$ cat config.mk
export PLATFORM = sky130hd
export DESIGN_NAME = acm_ram
export DESIGN_NICKNAME = d
export VERILOG_FILES = /design/src/sv/acm_ram.sv
export SDC_FILE = /design/constraint.sdc
export NUM_CORES = 1
export LEC_CHECK = 0
export ABC_AREA = 1
export BUFFER_PORTS_ARGS = -buffer_cell sky130_fd_sc_hd__buf_2
export CAP_MARGIN = 15
export CORE_MARGIN = 5
export CORE_UTILIZATION = 45
export DETAILED_ROUTE_END_ITERATION = 7
export HOLD_SLACK_MARGIN = 0.05
export PLACE_DENSITY_LB_ADDON = 0.08
export SKIP_CTS_REPAIR_TIMING = 1
export SYNTH_ARGS = -nofsm -noshare
export SYNTH_HDL_FRONTEND = slang
export SYNTH_SLANG_ARGS = --single-unit
$ cat constraint.sdc
create_clock -name clk -period 1.7 [get_ports clk]
set_input_delay 0.51 -clock clk [delete_from_list [all_inputs] [get_ports clk]]
set_output_delay 0.51 -clock clk [all_outputs]
set_load 0.005 [all_outputs]
$ cat src/sv/acm_ram.sv
// simple dual-port ram, one write and one registered read per cycle
`timescale 1ns / 1ps

module acm_ram #(
  parameter int DEPTH = 16,
  parameter int WIDTH = 8,
  localparam int AW = $clog2(DEPTH)
) (
  input  logic             clk,
  input  logic             we,
  input  logic [AW-1:0]    waddr,
  input  logic [WIDTH-1:0] wdata,
  input  logic [AW-1:0]    raddr,
  output logic [WIDTH-1:0] rdata
);

  logic [WIDTH-1:0] mem [DEPTH];
  logic [WIDTH-1:0] rdata_r;

  always_ff @(posedge clk) begin
    if (we) begin
      mem[waddr] <= wdata;
    end
    rdata_r <= mem[raddr];
  end

  assign rdata = rdata_r;

endmodule

## Word level (Yosys, flattened, before mapping)

Memories as Yosys holds them, arrays and structs flattened. A register that Yosys moved wholly into a read port is not among the register bits.
Index checks and enable logic that the tools add are counted.

| cells by class | value |
|---|---|
| mux-type cells | 2 |

Operator list:

| kind | number |
|---|---|
| two-way mux 1 bit | 2 |

| storage, ports and cells | value |
|---|---|
| bits in registers | 0 |
| bits in writable memories | 128 |
| bits of input ports | 18 |
| output and inout bits | 8 |
| word-level logic and storage cells | 3 |
| memories | 1 |

Memories:

| memory | depth | width | read ports | clocked after Yosys merged registers in | write ports | line | source |
|---|---|---|---|---|---|---|---|
| mem | 16 | 8 | 1 | 1 | 1 | 17 | `logic [WIDTH-1:0] mem [DEPTH];` |

## Longest topological paths before layout

| depth | value |
|---|---|
| depth after elaboration | 2 |
| depth in mapped cells | 8 |
| mapped depth without buffers | 7 |

## Worst setup path before layout

No wires, ideal clock.

| path | value |
|---|---|
| kind | input-to-reg |
| start point | input waddr[2] |
| end point | memory mem[10][0] (enable) |
| library setup time | 0.370 ns |
| data arrival time | 1.091 ns |
| required time | 1.330 ns |
| slack | 0.239 ns |
| stages on the path | 2 |
| path buffers | 0 |
| path through | nand3b_1 > nor2_1 |

RTL lines:

| what | line | source |
|---|---|---|
| from (decl) | 11 | `input logic [AW-1:0] waddr,` |
| to (decl) | 17 |  |

Straight into the memory's write port.

## Final worst setup path

| path | value |
|---|---|
| start point | register rdata_r[1] (netlist: rdata[1]), read port of mem |
| end point | output rdata[1] |

RTL lines:

| what | line | source |
|---|---|---|
| from (decl) | 18 | `logic [WIDTH-1:0] rdata_r;` |
| to (decl) | 14 | `output logic [WIDTH-1:0] rdata` |

No word-level cell between the ends.

==> results.ini <==
[power_and_ir_drop]
leakage_nw = 2.95
peakVddDrop_mv = 0.656
power_density_nw_per_um2 = 1110

[cells_and_area]
drive_gt1_share_pct = 13.3
diodes = 0
nNetsFinal = 620
area_delta_synth_final_pct = 16.7

[floorplanning]
io_pins = 26
die_width_um = 123
rows = 41
fp.dieH_um = 123
coreArea_um2 = 12600
die_area_um2 = 15200
start_util_pct = 45.9

[timing]
rsz0062_at_grt = false
min_period_over_period_pct = 83.9
setup_viol = 0
tns_ns = 0
fin_skew_ns = 0.00608
min_period_ns = 1.43
maxSlewHeadroom_pct = 73.7
worstMarginPinSlew_ns = 0.394
hold_ws_ns = 0.485
hold_violations = 0
finalMaxSlewViolations = 0
worst_slack_ns = 0.274
max_freq_ghz = 0.701

[place]
post-place-ws_ns = 0.140
gp_congestion = 0.761
io_buffers = 25
dp_hpwl_mm = 8.40

[logic_synthesis]
yosysWarnings = 0
synth_cell_types = 12
synth_top_area_share_pct = 66.7
synth_edf_count = 128
syn_avg_cell_area_um2 = 10.5
synth_area_leaders = edfxtp_1 67%, nand2_1 11%, nand3_1 8.4%, inv_1 6.5%, dfxtp_1 2.8%
yosys-top-cells-count = 173 x nand2_1, 128 x edfxtp_1, 100 x inv_1
yosysMostFrequentCell = nand2_1
yosysTopAreaCell = edfxtp_1
seq_area_frac_synth_pct = 69.4
netlist_instances = 551
synth-seq-cells = 136
synth_ff_type = edfxtp_1
async_flop_share_pct = 0
synth.net_count = 569
synth_area_um2 = 5770

[worst_setup_path]
crit_family = flip-flops
startpoint_type = register
cp.required_ns = 1.19
crit_path_max_fanout = 1
arrival_ns = 0.92
cp.buffers_inverters = 1
critPathKind = reg2out
max_stage_delay_ns = 0.36
cp_slowest_cell = dfxtp_1
critPathCaptureType = output pin
crit_chain = buf_2

[cts]
clkLatencyLatePin_ns = 0.41
clk_path_buf_depth = 2
clk_pin_slew_ns = 0.06
cts_tree = yes
ctsRootBufferMaster = clkbuf_16
cts_buffers = 17
cts_max_level = 4
clkSinkCount = 136

[global_route]
grt_use_total_pct = 19.0
grt_pass1_wl_mm = 21.0
grt_pass1_vias = 3653
grt_max_degree = 65
antenna_found_initial = 0
gr-total-overflow = 0

[hold_path]
worstHoldPathType = in2reg

[status]
outcome = complete, no violations

[routing]
vias = 3807
post_drt_wl_per_cell_um = 16.9
dr.pass1.iters = 6
drc = 0
vias_per_cell = 4.84
ant_nets = 0
finalWirelength_mm = 13.3
drtIter0Drc = 319

[run]
maxCapViolations = 0

worst min-delay path: stages:
cell     delay (ns)
buf_2          0.16
nand3_1        0.09
nand3_1        0.06
nand2_1        0.05
path summary, 6_finish.rpt:
check                            start               end  slack [ns]  cells after the start
setup / recovery      rdata[1]$_DFF_P_          rdata[1]        0.27                      1
hold / removal                raddr[2]  rdata[4]$_DFF_P_        0.48                      4
setup reg to reg   mem[1][6]$_DFFE_PP_  rdata[6]$_DFF_P_        0.72                      6
hold reg to reg   mem[14][4]$_DFFE_PP_  rdata[4]$_DFF_P_        0.64                      6
power breakdown:
group | internal (mW) | switching, mW | leakage (nW)
Combinational | 0.150 | 0.316 | 1.47
Clock | 1.97 | 1.27 | 0.256
Sequential | 3.75 | 0.0234 | 1.22
Total | 5.87 | 1.60 | 2.95
flip-flops by register name, indices dropped and copies added (netlist names):
name	count
rdata	8
mem	128
placed cells by master (no fill, tap or decap), drive strengths merged:
cell	count
buf	56
edfxtp	128
inv	102
dfxtp	8
clkbuf	28
clkinv	4
nand3b	2
nand3	97
nand2	173
nor2	17
per-stage QoR:
stage	instance area, um2	power [mW]	cells	utilization (%)
4_1_cts	6730	7.53	787	53.5
5_1_grt	6730	7.72	787	53.5
3_5_place_dp	6210	4.31	755	49.4
6_report	6730	7.47	787	53.5
2_1_floorplan	5770	4.10	551	-
3_3_place_gp	6210	4.31	755	49.4
metal layers:
layer	track usage [%]	part of all wire [%]
met1	27.3	48
met2	28.7	46
met3	3.61	4.7
met4	7.27	1.7
met5	0	0
layout make-up:
type	count	area [um2]
Inverter	102	383
Sequential cell	136	4000
Multi-Input combinational cell	289	1210
Clock buffer	28	497
Clock inverter	4	20.0
Tap cell	172	215
Fill cell	1120	5840
Timing Repair Buffer	56	395
cells by family after synthesis:
| group | count (synthesis) | share of synthesized area [%] |
|---|---|---|
| buffers and inverters | 126 | 9.52 |
| flip-flops | 136 | 69.4 |
| AND/OR/NAND/NOR | 289 | 21.0 |
Note: power is estimated with default switching activity, not from simulation.
